$ cat config.mk
export PLATFORM = sky130hd
export DESIGN_NAME = pixel_color_space_converter
export DESIGN_NICKNAME = d
export VERILOG_FILES = /design/src/pcsc_pkg.sv /design/src/pcsc_datapath.sv /design/src/pixel_color_space_converter.sv
export SDC_FILE = /design/constraint.sdc
export NUM_CORES = 1
export LEC_CHECK = 0
export ABC_AREA = 1
export BUFFER_PORTS_ARGS = -buffer_cell sky130_fd_sc_hd__buf_2
export CELL_PAD_IN_SITES_DETAIL_PLACEMENT = 2
export CELL_PAD_IN_SITES_GLOBAL_PLACEMENT = 2
export CORE_MARGIN = 8
export CORE_UTILIZATION = 41
export DETAILED_ROUTE_END_ITERATION = 8
export GPL_TIMING_DRIVEN = 0
export HOLD_SLACK_MARGIN = 0.03
export PLACE_DENSITY = 0.79
export SLEW_MARGIN = 20
export SYNTH_ARGS = -nofsm -noshare
export SYNTH_HDL_FRONTEND = slang
export SYNTH_SLANG_ARGS = --single-unit
export TNS_END_PERCENT = 30
$ cat constraint.sdc
create_clock -name clk -period 5.9 [get_ports clk]
set_clock_uncertainty 0.2 [all_clocks]
set_input_delay 0.59 -clock clk [delete_from_list [all_inputs] [get_ports clk]]
set_output_delay 0.59 -clock clk [all_outputs]
set_load 0.01 [all_outputs]
$ cat src/pcsc_pkg.sv
package pcsc_pkg;

	localparam int CHAN_W    = 8;
	localparam int CFG_IDX_W = 2;
	localparam int CFG_DAT_W = 9;
	localparam int ACC_W     = 26;
	localparam int Q_SHIFT   = 14;

	typedef enum logic [1:0] {
		MODE_TO_YCC      = 2'd0,
		MODE_TO_BGR      = 2'd1,
		MODE_BRIGHT_ALL  = 2'd2,
		MODE_BRIGHT_LUMA = 2'd3
	} mode_t;

	localparam logic [CFG_IDX_W-1:0] REG_CHROMA_OFFSET     = 2'd0;
	localparam logic [CFG_IDX_W-1:0] REG_BRIGHTNESS_OFFSET = 2'd1;

	localparam logic [7:0] CHROMA_OFFSET_RST     = 8'd128;
	localparam logic [8:0] BRIGHTNESS_OFFSET_RST = 9'd0;

	// Q14 coefficients
	localparam logic signed [15:0] K_Y_R  = 16'sd4899;
	localparam logic signed [15:0] K_Y_G  = 16'sd9617;
	localparam logic signed [15:0] K_Y_B  = 16'sd1868;
	localparam logic signed [15:0] K_CR   = 16'sd11682;
	localparam logic signed [15:0] K_CB   = 16'sd9241;
	localparam logic signed [15:0] K_R_CR = 16'sd22987;
	localparam logic signed [15:0] K_G_CR = 16'sd11698;
	localparam logic signed [15:0] K_G_CB = 16'sd5636;
	localparam logic signed [15:0] K_B_CB = 16'sd29049;

	localparam logic signed [ACC_W-1:0] Q_HALF = 26'sd8192;

	typedef struct packed {
		mode_t             mode;
		logic [CHAN_W-1:0] chan_a;
		logic [CHAN_W-1:0] chan_b;
		logic [CHAN_W-1:0] chan_c;
	} pix_in_t;

	typedef struct packed {
		logic [CHAN_W-1:0] out_a;
		logic [CHAN_W-1:0] out_b;
		logic [CHAN_W-1:0] out_c;
	} pix_out_t;

	typedef struct packed {
		logic [7:0]        chroma_offset;
		logic signed [8:0] brightness_offset;
	} pcsc_cfg_t;

	// clamp a Q14 sum to 0..255 after the shift
	function automatic logic [CHAN_W-1:0] sat_q(input logic signed [ACC_W-1:0] t);
		logic [CHAN_W-1:0] r;
		if (t[ACC_W-1]) begin
			r = '0;
		end else if (|t[ACC_W-2:Q_SHIFT+CHAN_W]) begin
			r = '1;
		end else begin
			r = t[Q_SHIFT+CHAN_W-1:Q_SHIFT];
		end
		return r;
	endfunction

	function automatic logic [CHAN_W-1:0] sat_int(input logic signed [9:0] v);
		logic [CHAN_W-1:0] r;
		if (v[9]) begin
			r = '0;
		end else if (v[8]) begin
			r = '1;
		end else begin
			r = v[7:0];
		end
		return r;
	endfunction

	function automatic logic [CHAN_W-1:0] add_bright(input logic [CHAN_W-1:0] x,
			input logic signed [8:0] k);
		logic signed [9:0] s;
		s = $signed({2'b00, x}) + $signed({k[8], k});
		return sat_int(s);
	endfunction

endpackage

$ cat src/pcsc_datapath.sv
module pcsc_datapath
	import pcsc_pkg::*;
(
	input  logic      clk,
	input  logic      arst_n,
	input  pcsc_cfg_t cfg,
	input  logic      pix_valid,
	output logic      pix_ready,
	input  pix_in_t   pix,
	output logic      res_valid,
	input  logic      res_ready,
	output pix_out_t  res
);

	logic v_s1, v_s2, v_s3, v_s4;
	logic en1, en2, en3, en4;

	assign en4 = !v_s4 || res_ready;
	assign en3 = !v_s3 || en4;
	assign en2 = !v_s2 || en3;
	assign en1 = !v_s1 || en2;
	assign pix_ready = en1;
	assign res_valid = v_s4;

	always_ff @(posedge clk or negedge arst_n) begin
		if (!arst_n) begin
			v_s1 <= 1'b0;
			v_s2 <= 1'b0;
			v_s3 <= 1'b0;
			v_s4 <= 1'b0;
		end else begin
			if (en1) v_s1 <= pix_valid;
			if (en2) v_s2 <= v_s1;
			if (en3) v_s3 <= v_s2;
			if (en4) v_s4 <= v_s3;
		end
	end

	// stage 1: luma product sum, chroma deltas, brightness
	mode_t                   mode_s1;
	logic [CHAN_W-1:0]       a_s1, c_s1;
	logic signed [ACC_W-1:0] ysum_s1;
	logic signed [8:0]       dcr_s1, dcb_s1;
	pix_out_t                bri_s1;

	logic signed [ACC_W-1:0] ysum;
	logic signed [8:0]       dcr, dcb;
	pix_out_t                bri;

	always_comb begin
		ysum = ACC_W'(K_Y_R) * $signed({18'b0, pix.chan_c})
			+ ACC_W'(K_Y_G) * $signed({18'b0, pix.chan_b})
			+ ACC_W'(K_Y_B) * $signed({18'b0, pix.chan_a})
			+ Q_HALF;
		dcr = $signed({1'b0, pix.chan_b}) - $signed({1'b0, cfg.chroma_offset});
		dcb = $signed({1'b0, pix.chan_c}) - $signed({1'b0, cfg.chroma_offset});
		bri.out_a = add_bright(pix.chan_a, cfg.brightness_offset);
		if (pix.mode == MODE_BRIGHT_LUMA) begin
			bri.out_b = pix.chan_b;
			bri.out_c = pix.chan_c;
		end else begin
			bri.out_b = add_bright(pix.chan_b, cfg.brightness_offset);
			bri.out_c = add_bright(pix.chan_c, cfg.brightness_offset);
		end
	end

	always_ff @(posedge clk) begin
		if (en1 && pix_valid) begin
			mode_s1 <= pix.mode;
			a_s1    <= pix.chan_a;
			c_s1    <= pix.chan_c;
			ysum_s1 <= ysum;
			dcr_s1  <= dcr;
			dcb_s1  <= dcb;
			bri_s1  <= bri;
		end
	end

	// stage 2: saturated luma and differences; inverse products
	mode_t                   mode_s2;
	logic [CHAN_W-1:0]       a_s2, y_s2;
	logic signed [8:0]       dr_s2, db_s2;
	logic signed [ACC_W-1:0] pr_s2, pgcr_s2, pgcb_s2, pb_s2;
	pix_out_t                bri_s2;

	logic [CHAN_W-1:0] y;

	assign y = sat_q(ysum_s1);

	always_ff @(posedge clk) begin
		if (en2 && v_s1) begin
			mode_s2 <= mode_s1;
			a_s2    <= a_s1;
			y_s2    <= y;
			dr_s2   <= $signed({1'b0, c_s1}) - $signed({1'b0, y});
			db_s2   <= $signed({1'b0, a_s1}) - $signed({1'b0, y});
			pr_s2   <= ACC_W'(K_R_CR) * ACC_W'(dcr_s1);
			pgcr_s2 <= ACC_W'(K_G_CR) * ACC_W'(dcr_s1);
			pgcb_s2 <= ACC_W'(K_G_CB) * ACC_W'(dcb_s1);
			pb_s2   <= ACC_W'(K_B_CB) * ACC_W'(dcb_s1);
			bri_s2  <= bri_s1;
		end
	end

	// stage 3: chroma products or inverse sums, shared accumulators
	mode_t                   mode_s3;
	logic [CHAN_W-1:0]       y_s3;
	logic signed [ACC_W-1:0] acc_a_s3, acc_b_s3, acc_c_s3;
	pix_out_t                bri_s3;

	logic signed [ACC_W-1:0] yq;
	logic signed [ACC_W-1:0] acc_a, acc_b, acc_c;

	always_comb begin
		yq = $signed({4'b0, a_s2, 14'b0});
		if (mode_s2 == MODE_TO_YCC) begin
			acc_a = '0;
			acc_b = ACC_W'(K_CR) * ACC_W'(dr_s2);
			acc_c = ACC_W'(K_CB) * ACC_W'(db_s2);
		end else begin
			acc_a = yq + pb_s2 + Q_HALF;
			acc_b = yq - pgcr_s2 - pgcb_s2 + Q_HALF;
			acc_c = yq + pr_s2 + Q_HALF;
		end
	end

	always_ff @(posedge clk) begin
		if (en3 && v_s2) begin
			mode_s3  <= mode_s2;
			y_s3     <= y_s2;
			acc_a_s3 <= acc_a;
			acc_b_s3 <= acc_b;
			acc_c_s3 <= acc_c;
			bri_s3   <= bri_s2;
		end
	end

	// stage 4: offset, saturation, mode select
	logic signed [ACC_W-1:0] offq;
	pix_out_t                res_d;

	always_comb begin
		offq = $signed({4'b0, cfg.chroma_offset, 14'b0}) + Q_HALF;
		unique case (mode_s3)
			MODE_TO_YCC: begin
				res_d.out_a = y_s3;
				res_d.out_b = sat_q(acc_b_s3 + offq);
				res_d.out_c = sat_q(acc_c_s3 + offq);
			end
			MODE_TO_BGR: begin
				res_d.out_a = sat_q(acc_a_s3);
				res_d.out_b = sat_q(acc_b_s3);
				res_d.out_c = sat_q(acc_c_s3);
			end
			MODE_BRIGHT_ALL, MODE_BRIGHT_LUMA: begin
				res_d = bri_s3;
			end
		endcase
	end

	always_ff @(posedge clk) begin
		if (en4 && v_s3) begin
			res <= res_d;
		end
	end

endmodule

$ cat src/pixel_color_space_converter.sv
// BT.601 pixel color converter: BGR to YCrCb, YCrCb to BGR, and two brightness
// modes, all saturated to 0..255. One pixel per clock when the result side
// keeps up; a request reaches its result through four register stages (luma
// sum, deltas and products, chroma products, offset and clamp). Each stage
// stalls on its own, so a request is taken while a result waits as long as
// an earlier stage is free. Registers: index 0 chroma offset (reset 128),
// index 1 signed brightness offset (reset 0); write them only while no
// request is in flight. Other indexes are ignored.
module pixel_color_space_converter
	import pcsc_pkg::*;
(
	input  logic                 clk,
	input  logic                 arst_n,
	input  logic                 pix_valid,
	output logic                 pix_ready,
	input  pix_in_t              pix,
	output logic                 res_valid,
	input  logic                 res_ready,
	output pix_out_t             res,
	input  logic                 cfg_valid,
	output logic                 cfg_ready,
	input  logic [CFG_IDX_W-1:0] cfg_index,
	input  logic [CFG_DAT_W-1:0] cfg_data
);

	pcsc_cfg_t cfg_q;

	assign cfg_ready = 1'b1;

	always_ff @(posedge clk or negedge arst_n) begin
		if (!arst_n) begin
			cfg_q.chroma_offset     <= CHROMA_OFFSET_RST;
			cfg_q.brightness_offset <= BRIGHTNESS_OFFSET_RST;
		end else if (cfg_valid && cfg_ready) begin
			unique case (cfg_index)
				REG_CHROMA_OFFSET:     cfg_q.chroma_offset <= cfg_data[7:0];
				REG_BRIGHTNESS_OFFSET: cfg_q.brightness_offset <= cfg_data;
				default: ;
			endcase
		end
	end

	pcsc_datapath u_datapath (
		.clk       (clk),
		.arst_n    (arst_n),
		.cfg       (cfg_q),
		.pix_valid (pix_valid),
		.pix_ready (pix_ready),
		.pix       (pix),
		.res_valid (res_valid),
		.res_ready (res_ready),
		.res       (res)
	);

endmodule

==> results of run 1 <==
through the flow:
stage	worst slack (ns)	instance area, µm²	cells
floorplan	0.00201	35600	4095
global placement	-1.04	37400	5317
detailed placement	-1.21	37500	5321
CTS	0.00451	39000	5397
global route	-0.136	39400	5400
finish	0.0251	39400	5400
placed cells by master, fill, tap and decap left out, types with 62 or more instances in the layout:
| cell type | count |
|---|---|
| a21oi_1 | 220 |
| edfxtp_1 | 294 |
| fa_1 | 222 |
| ha_1 | 662 |
| inv_1 | 810 |
| nand2_1 | 808 |
| nand3_1 | 180 |
| nand4_1 | 62 |
| nor2_1 | 215 |
| o21ai_0 | 143 |
| xor2_1 | 95 |
timing repair:
action / CTS / global route
endpoints found under the hold margin: 21 / 0
buffers inserted: 4 / 3
pin swaps: 7 / 26
gates resized for setup: 41 / 84
endpoints found under the setup margin: 10 / 10
hold buffers: 2 / 0
how the worst max path moves through the flow:
stage | startpoint | end | cells past startpoint
after CTS | pix[18] | u_datapath.ysum_s1[20] | 27
after global placement | pix[18] | u_datapath.ysum_s1[23] | 26
after floorplan | pix[18] | u_datapath.ysum_s1[22] | 28
after global routing | pix[21] | u_datapath.ysum_s1[23] | 24
after detailed placement | pix[18] | u_datapath.ysum_s1[22] | 27
final | pix[7] | u_datapath.ysum_s1[23] | 26
cell type report:
cell class                      count  area (µm²)  area share
Tap cell                         1155        1450      0.0367
Buffer                             15        68.8     0.00175
Timing Repair Buffer               80         569      0.0145
Inverter                          819        3080      0.0783
Clock inverter                     23         224     0.00569
Sequential cell                   315        9360       0.238
Clock buffer                       47        1040      0.0263
Multi-Input combinational cell   2946       23600       0.599
layer usage:
| layer | routed length, µm | GRT usage |
|---|---|---|
| met1 | 53900 | 0.313 |
| met5 | 13 | 0 |
| met2 | 66100 | 0.483 |
| met3 | 3690 | 0.0253 |
| met4 | 5120 | 0.0927 |
kinds of logic (layout without fill, tap and decap cells):
group | after synthesis | in the layout
xor gates and xnor gates | 148 | 148
adders and majority gates | 905 | 905
buffers and inverters | 834 | 984
and+or+nand+nor | 1370 | 1370
DFF | 315 | 315
other | 1 | 1
AOI/OAI and AO/OA | 522 | 522
flip-flops by register name, indices dropped and copies added, names as in the netlist, 9 cells and up:
signal,cells
u_datapath.bri_s1,24
u_datapath.bri_s2,24
u_datapath.bri_s3,24
u_datapath.res,24
u_datapath.pgcr_s2,22
u_datapath.pgcb_s2,18
cfg_q,17
u_datapath.pb_s2,15
u_datapath.acc_b_s3,13
u_datapath.acc_c_s3,13
u_datapath.pr_s2,13
u_datapath.acc_a_s3,12
u_datapath.ysum_s1,10
u_datapath.db_s2,9
u_datapath.dcb_s1,9
u_datapath.dcr_s1,9
u_datapath.dr_s2,9
critical path, delay by kind of cell:
family                     cells  cell delay, ns
xor gates and xnor gates       1            0.23
AOI/OAI and AO/OA              5            0.81
adders and majority gates      8            2.63
buffers and inverters          5            0.55
and+or+nand+nor                7            1.14
cell usage after synthesis, types with 8 or more instances:
library cell and count:
nand2_1 821, inv_1 816, ha_1 681, edfxtp_1 294
a21oi_1 232, nor2_1 227, fa_1 224, nand3_1 184
o21ai_0 144, xor2_1 105, nand4_1 62, xnor2_1 41
nor3_1 34, a22oi_1 26, o21bai_1 26, a21o_1 21
dfrtp_1 20, o21a_1 14, a31oi_1 13, clkbuf_1 11
o211ai_1 9, nand2_2 8
==> metrics.txt, run 1 <==
number of synthesized flops with an enable pin=294; final WL=129000 µm; Cells after Synth=4095; Initial Util=0.412; DRC=0; CTS tree=yes; post-layout min period=5.87 ns; Rel. slew slack=0.219; Placer Congestion=0.892; H-tree depth=2; xor/xnor share of the synthesized area=0.0375; Worst-Margin Slew=1.16 ns; maximum clock insertion buffer count=3; I/O pins=69; syn_area_per_cell=8.69 µm²; Via Count=29252; mux cell area share after synthesis=0; core area=86300 µm²; Slew Limit Fails=0; highest clock rate=170 MHz; remaining antenna violation count=0; share of layout cells above drive strength 1=0.0638; total grt overflow=0; number of global-route vias before repair=33992; Worst-Skew Late Latency=0.58 ns; Die Width=311 µm; Post-Synth Adder-Cell Area=0.366; post-synthesis register bit count=315; library cells used by synthesis=55; die span in y=311 µm; crit-path max cell delay=0.46 ns; Synthesis Warnings=0; worst r2r src=u_datapath.dcb_s1[8]; via/cell ratio=5.42; largest family of logic cells by synthesized area=adder cells; initial antenna violation count=1; Port-buffer cells=67; global-route wire length before repair=199000 µm; worst path arrival time=5.98 ns; hold depth=1; top_reg_cell synth=edfxtp_1; detailed placer's ending HPWL=106000 µm; fill count=9632; Worst Setup Start Kind=primary input; critical path peak fanout=8; top cells by area, synth=edfxtp_1, ha_1, fa_1; worst min-delay path class=primary input to flip-flop; sequential fraction of the synthesis area=0.263; TritonCTS buffer count=38; Hold Crit Endpoint=u_datapath.a_s1[2]; routed len/inst=23.8 µm; Max-Cap Viols=0; top cell type's share of synthesized area=0.248; final hold slack=0.0536 ns; Worst R2R End=u_datapath.pb_s2[21]; clock-pin slew on the worst setup and hold paths=0.06 ns; largest net degree at the start of global routing=106; # rows=108; worst reg2reg path depth=15; Root Buffer=clkbuf_16; R2R setup slack=0.30 ns; Area Growth Syn to Fin=10.7%; post-synth top area cell=edfxtp_1; hold_sp=pix[18]; period utilization=0.996; Worst EP required=6.00 ns; syn nets=5042; Syn Std Cell Area=35600 µm²; nets@finish=5162; Antenna diodes=0; Die Footprint=96400 µm²; first drt pass iteration count=5; gr usage total=0.261; critical path's slowest cell=fa_1; initial DRC count=1254; Hold Fails Final Rpt=0; Clock Sinks=315; Synth async-reset ratio=0.0667; outcome=finished clean; critical path class=primary input to flip-flop; post-synthesis simple-gate area fraction=0.161; setup_tns=0 ns; Crit. End Element=flip-flop; Final Util=0.456; post-synthesis compound-gate area fraction=0.0844; final setup fails=0
Power of run 1 is left out: the tool's default activity adds up to more than one toggle a clock period on the data nets, which glitch-free logic cannot reach.
==> inputs of run 2 (changes only) <==
--- a/config.mk
+++ b/config.mk
@@ -5,12 +5,13 @@
 export SDC_FILE = /design/constraint.sdc
 export NUM_CORES = 1
 export LEC_CHECK = 0
-export ABC_AREA = 1
+export ABC_AREA = 0
 export BUFFER_PORTS_ARGS = -buffer_cell sky130_fd_sc_hd__buf_2
+export CAP_MARGIN = 30
 export CELL_PAD_IN_SITES_DETAIL_PLACEMENT = 2
 export CELL_PAD_IN_SITES_GLOBAL_PLACEMENT = 2
 export CORE_MARGIN = 8
-export CORE_UTILIZATION = 41
+export CORE_UTILIZATION = 44
 export DETAILED_ROUTE_END_ITERATION = 8
 export GPL_TIMING_DRIVEN = 0
 export HOLD_SLACK_MARGIN = 0.03
==> run 2 against run 1 <==
Against the previous run:
- the flow now finishes with violations (negative setup slack)
- first-iteration DRC count fell by 28%
- worst setup slack got worse by 0.33 ns
- critical path depth rose by 1
- synthesized cell count fell by 28%
- final cell count fell by 25%
- core utilization rose by 4.3 points
- fmax fell by 5.4%
- clock-buffer cell count rose by 1
- wire length fell by 14%
- hold slack improved by 0.0060 ns
- design area fell by 9.5%
- via count fell by 21%
- critical path type unchanged
- largest cell class unchanged
- highest routed layer unchanged
==> metrics.txt, run 2 <==
CTS tree=yes (unchanged); # rows=98 (was 108); core area=71400 µm² (was 86300 µm²); Root Buffer=clkbuf_16 (unchanged); hold_sp=pix_valid (was pix[18]); DRC=0 (unchanged); syn nets=3895 (was 5042); Syn Std Cell Area=31600 µm² (was 35600 µm²); Worst EP required=6.00 ns (about the same); post-layout min period=6.21 ns (was 5.87 ns); worst min-delay path class=primary input to flip-flop (unchanged); nets@finish=4042 (was 5162); largest net degree at the start of global routing=51 (was 106); met1 wire length=43700 µm (was 53900 µm); Area Growth Syn to Fin=12.5% (was 10.7%); top sig layer=met5 (unchanged); Die Footprint=80800 µm² (was 96400 µm²); Crit. End Element=flip-flop (unchanged); total grt overflow=0 (unchanged); worst setup margin=-0.309 ns (was 0.0251 ns); routed len/inst=27.3 µm (was 23.8 µm); most frequent cells in the layout=ha_1, inv_1, edfxtp_1 (was inv_1, nand2_1, ha_1); detailed placer's ending HPWL=85500 µm (was 106000 µm); commonest non-fill, non-tap cell in the layout=ha_1 (was inv_1); Clock Sinks=315 (unchanged); crit-path max cell delay=0.53 ns (was 0.46 ns); remaining antenna violation count=0 (unchanged); top_reg_cell synth=edfxtp_1 (unchanged); library cells used by synthesis=77 (was 55); initial antenna violation count=3 (was 1); number of global-route vias before repair=27036 (was 33992); top cell type's share of synthesized area=0.279 (was 0.248); final WL=111000 µm (was 129000 µm); met3 WL post-DR=4080 µm (was 3690 µm); maximum clock insertion buffer count=3 (unchanged); period utilization=1.05 (was 0.996); Via Count=23084 (was 29252); first drt pass iteration count=5 (unchanged); gr usage total=0.261 (about the same); sequential fraction of the synthesis area=0.296 (was 0.263); critical path class=primary input to flip-flop (unchanged); Max-Cap Viols=0 (unchanged); Final Util=0.499 (was 0.456); Worst-Margin Slew=1.07 ns (was 1.16 ns); highest clock rate=161 MHz (was 170 MHz); Worst-Skew Late Latency=0.60 ns (was 0.58 ns); critical path's slowest cell=fa_1 (unchanged); Placer Congestion=0.882 (was 0.892); register area=9360 µm² (unchanged); final setup fails=6 (was 0); Slew Limit Fails=0 (unchanged); Initial Util=0.443 (was 0.412); area occupied by multi-input gates=20800 µm² (was 23600 µm²); Hold Fails Final Rpt=0 (unchanged); initial DRC count=902 (was 1254); die span in y=284 µm (was 311 µm); worst path arrival time=6.31 ns (was 5.98 ns); critical path peak fanout=4 (was 8); Worst Setup Start Kind=primary input (unchanged); violated checks=negative setup slack; R2R setup slack=-0.02 ns (was 0.30 ns); outcome=complete, but fails checks (was finished clean); share of layout cells above drive strength 1=0.0956 (was 0.0638); I/O pins=69 (unchanged); via/cell ratio=5.66 (was 5.42); Die Width=284 µm (was 311 µm); top cells by area, synth=edfxtp_1, ha_1, fa_1 (unchanged); fill count=7213 (was 9632); TritonCTS buffer count=39 (was 38); Post-synth top cells=ha_1, inv_1, edfxtp_1, fa_1, a21oi_1 (was nand2_1, inv_1, ha_1, edfxtp_1, a21oi_1); Synth async-reset ratio=0.0667 (unchanged); DR WL met2=57800 µm (was 66100 µm); CP most frequent cell=ha_4; Critical Path Source=pix[22] (was pix[7]); clock-pin slew on the worst setup and hold paths=0.06 ns (about the same); Synthesis Warnings=0 (unchanged); worst r2r src=u_datapath.dcr_s1[1] (was u_datapath.dcb_s1[8]); unrepaired setup endpoints after global routing=yes; Cells after Synth=2948 (was 4095); post-synthesis register bit count=315 (unchanged); count leader, synth=ha_1 (was nand2_1); syn_area_per_cell=10.7 µm² (was 8.69 µm²); Rel. slew slack=0.287 (was 0.219); Port-buffer cells=67 (unchanged); global-route wire length before repair=163000 µm (was 199000 µm); H-tree depth=2 (unchanged); number of synthesized flops with an enable pin=294 (unchanged); post-synth top area cell=edfxtp_1 (unchanged)
## run 2: final cells by class
| type | instances | share of cell area |
|---|---|---|
| clock buffers | 48 | 0.0298 |
| inverters | 540 | 0.0570 |
| flip-flops and latches | 315 | 0.263 |
| diodes | 1 | 0.0000703 |
| well taps | 950 | 0.0334 |
| clock inverters | 24 | 0.00646 |
| plain buffers | 21 | 0.00235 |
| repair buffers | 106 | 0.0241 |
| multi-input cells | 2072 | 0.584 |
## run 2: what timing repair did
action,CTS,global route
resized for setup,51,66
endpoints found under the setup margin,22,20
hold endpoints to repair,22,0
setup buffers,10,19
hold buffers,3,0
pin swaps,29,36
## run 2: stage by stage
step | instances | setup slack, ns | hold WS (ns) | setup TNS (ns) | cell area (µm²)
detailed placement | 3971 | -1.34 | 0.206 | -10.45 | 33500
CTS | 4056 | -0.318 | 0.0307 | -1.07 | 35100
finish | 4077 | -0.309 | 0.0596 | -1.25 | 35600
floorplan | 2948 | -0.142 | 0.0944 | -0.406 | 31800
global placement | 3965 | -0.944 | 0.203 | -18.63 | 33400
global route | 4076 | -0.466 | 0.0528 | -3.00 | 35600
## run 2: critical path: cells and delay by family
family / cells / cell delay (ns)
compound gates: 8 / 1.41
xor+xnor: 2 / 0.25
fa+ha+maj: 8 / 2.88
buf+inv: 4 / 0.35
simple gates: 5 / 0.82
## run 2: cells by family (layout without fill, tap and decap cells)
| family | Yosys count | in the layout | synth area share |
|---|---|---|---|
| AO/OA/AOI/OAI | 486 | 486 | 0.0973 |
| XOR/XNOR | 182 | 182 | 0.0506 |
| adder cells (fa/ha/maj) | 905 | 905 | 0.411 |
| buffers and inverters | 561 | 739 | 0.0667 |
| flip-flops | 315 | 315 | 0.296 |
| multiplexers | 11 | 11 | 0.00384 |
| other | 1 | 2 | 0.000119 |
| AND/OR/NAND/NOR | 487 | 487 | 0.0748 |
## run 2: routing by layer
metal  GRT usage  vias up
met3      0.0328      252
li1            -    10398
met5           0        -
met2       0.488      487
met1       0.299    11945
met4      0.0994        2
## run 2: worst paths after layout
path | to | depth (start not counted)
worst min-delay path | u_datapath.v_s1 | 2
max in group asynchronous | cfg_q[16] | 2
worst min register to register | u_datapath.y_s3[0] | 0
worst max register to register | u_datapath.pgcr_s2[24] | 17
min in group asynchronous | cfg_q[15] | 2
worst max-delay path | u_datapath.ysum_s1[21] | 27
Power of run 2 is left out for the same reason.
==> inputs of run 3 (changes only) <==
--- a/config.mk
+++ b/config.mk
@@ -5,18 +5,17 @@
 export SDC_FILE = /design/constraint.sdc
 export NUM_CORES = 1
 export LEC_CHECK = 0
-export ABC_AREA = 0
+export ABC_AREA = 1
 export BUFFER_PORTS_ARGS = -buffer_cell sky130_fd_sc_hd__buf_2
 export CAP_MARGIN = 30
 export CELL_PAD_IN_SITES_DETAIL_PLACEMENT = 2
 export CELL_PAD_IN_SITES_GLOBAL_PLACEMENT = 2
 export CORE_MARGIN = 8
-export CORE_UTILIZATION = 44
+export CORE_UTILIZATION = 41
 export DETAILED_ROUTE_END_ITERATION = 8
 export GPL_TIMING_DRIVEN = 0
 export HOLD_SLACK_MARGIN = 0.03
 export PLACE_DENSITY = 0.79
-export SLEW_MARGIN = 20
 export SYNTH_ARGS = -nofsm -noshare
 export SYNTH_HDL_FRONTEND = slang
 export SYNTH_SLANG_ARGS = --single-unit
==> run 3 against run 2 <==
Against the previous run:
- the run now ends clean
- hold slack better by 0.016 ns
- clock-buffer cell count is 6 lower
- sequential cell count stayed put
- die area is 19% higher
- sequential share of layout area is 2.6 points lower
- non-clock buffer count is 26 lower
- global-route usage is 0.086 points higher
- register-to-register slack better by 0.56 ns
- via count is 27% higher
- critical path type unchanged
- highest routed layer is now met4
==> metrics.txt, run 3 (same netlist as run 1, synthesis figures left out) <==
routed len/inst=23.9 µm (was 27.3 µm); Hold Fails Final Rpt=0 (unchanged); Slew Limit Fails=0 (unchanged); Non-Filler Instances=5405 (was 4077); gr usage total=0.261 (about the same); critical path class=primary input to flip-flop (unchanged); Rel. slew slack=0.258 (was 0.287); die span in y=311 µm (was 284 µm); final hold slack=0.0755 ns (was 0.0596 ns); worst min-delay path class=primary input to flip-flop (unchanged); setup_tns=0 ns (was -1.25 ns); post-layout min period=5.87 ns (was 6.21 ns); Port-buffer cells=67 (unchanged); period utilization=0.995 (was 1.05); Area Growth Syn to Fin=11.0% (was 12.5%); Worst EP required=6.00 ns (about the same); Antenna diodes=0 (was 1); I/O pins=69 (unchanged); commonest non-fill, non-tap cell in the layout=nand2_1 (was ha_1); Initial Util=0.412 (was 0.443); critical path peak fanout=8 (was 4); detailed placer's ending HPWL=106000 µm (was 85500 µm); Worst-Margin Slew=1.11 ns (was 1.07 ns); remaining antenna violation count=0 (unchanged); Die Footprint=96400 µm² (was 80800 µm²); final WL=129000 µm (was 111000 µm); DRC=0 (unchanged); Via Count=29396 (was 23084); fill count=9609 (was 7213); hold_sp=pix[19] (was pix_valid); outcome=finished clean (was complete, but fails checks); total grt overflow=0 (unchanged); share of layout cells above drive strength 1=0.0649 (was 0.0956); number of global-route vias before repair=33976 (was 27036); Worst-Skew Late Latency=0.57 ns (was 0.60 ns); CTS tree=yes (unchanged); maximum clock insertion buffer count=3 (unchanged); worst path arrival time=5.98 ns (was 6.31 ns); final setup fails=0 (was 6); Placer Congestion=0.892 (was 0.882); initial antenna violation count=1 (was 3); via/cell ratio=5.44 (was 5.66); first drt pass iteration count=5 (unchanged); largest net degree at the start of global routing=94 (was 51); Root Buffer=clkbuf_16 (unchanged); most frequent cells in the layout=nand2_1, inv_1, ha_1 (was ha_1, inv_1, edfxtp_1); highest clock rate=170 MHz (was 161 MHz); # rows=108 (was 98); Crit. End Element=flip-flop (unchanged); Die Width=311 µm (was 284 µm); Place WS=-1.23 ns (was -1.34 ns); Clock Sinks=315 (unchanged); Critical Path Source=pix[22] (unchanged); H-tree depth=2 (unchanged); Worst Setup Start Kind=primary input (unchanged); cell count after placement=5322 (was 3971); global-route wire length before repair=199000 µm (was 163000 µm); core area=86300 µm² (was 71400 µm²); TritonCTS buffer count=38 (was 39); initial DRC count=1271 (was 902); worst setup margin=0.0270 ns (was -0.309 ns); worst r2r src=u_datapath.dcb_s1[7] (was u_datapath.dcr_s1[1]); clock-pin slew on the worst setup and hold paths=0.07 ns (was 0.06 ns); Max-Cap Viols=0 (unchanged); nets@finish=5168 (was 4042)
[run 3: worst max-delay path, cell delays in order]
cell	delay, ns
buf_8	0.15
inv_1	0.06
ha_1	0.21
ha_1	0.21
or2_2	0.32
fa_1	0.51
inv_1	0.06
fa_1	0.53
inv_1	0.06
ha_4	0.29
nand2_1	0.14
o21ai_2	0.25
a21oi_2	0.08
xnor2_1	0.19
fa_1	0.48
fa_1	0.61
ha_4	0.24
nand2_1	0.18
o21ai_1	0.13
a21oi_2	0.19
inv_1	0.09
nand2_1	0.09
nand3_2	0.10
nor2_1	0.12
nor2_1	0.07
[run 3: timing repair]
item	in CTS	in global routing
pin swaps	7	30
hold endpoints to repair	22	0
endpoints found under the setup margin	10	10
setup buffers	4	4
resized for setup	42	87
hold buffers	3	0
[run 3: layer usage]
metal | vias to the layer above | track usage | part of all wire
met5 | - | 0 | 0
met3 | 264 | 0.0236 | 0.030
met4 | 0 | 0.0926 | 0.041
met1 | 14853 | 0.315 | 0.42
li1 | 13728 | - | -
met2 | 551 | 0.482 | 0.51
[run 3: path summary, 6_finish.rpt]
check / end / slack [ns] / cells after the start
worst max register to register: u_datapath.pb_s2[21] / 0.54 / 15
worst min-delay path: u_datapath.a_s1[3] / 0.08 / 1
min in group asynchronous: u_datapath.v_s1 / 0.37 / 2
worst min register to register: u_datapath.bri_s3[19] / 0.22 / 0
max in group asynchronous: cfg_q[6] / 4.73 / 2
worst max-delay path: u_datapath.ysum_s1[22] / 0.03 / 25
[run 3: cell type report]
type	count	area (µm²)	share of cell area
Sequential cell	315	9360	0.237
Multi-Input combinational cell	2946	23600	0.598
Clock buffer	42	987	0.0250
Inverter	819	3080	0.0780
Buffer	15	68.8	0.00174
Tap cell	1155	1450	0.0366
Clock inverter	27	297	0.00751
Timing Repair Buffer	86	639	0.0162
[run 3: metrics by stage]
step	instance area, µm²	utilization
2_1_floorplan	35600	-
3_3_place_gp	37400	0.433
3_5_place_dp	37500	0.434
4_1_cts	39000	0.452
5_1_grt	39500	0.457
6_report	39500	0.457
Power of run 3 is left out for the same reason.
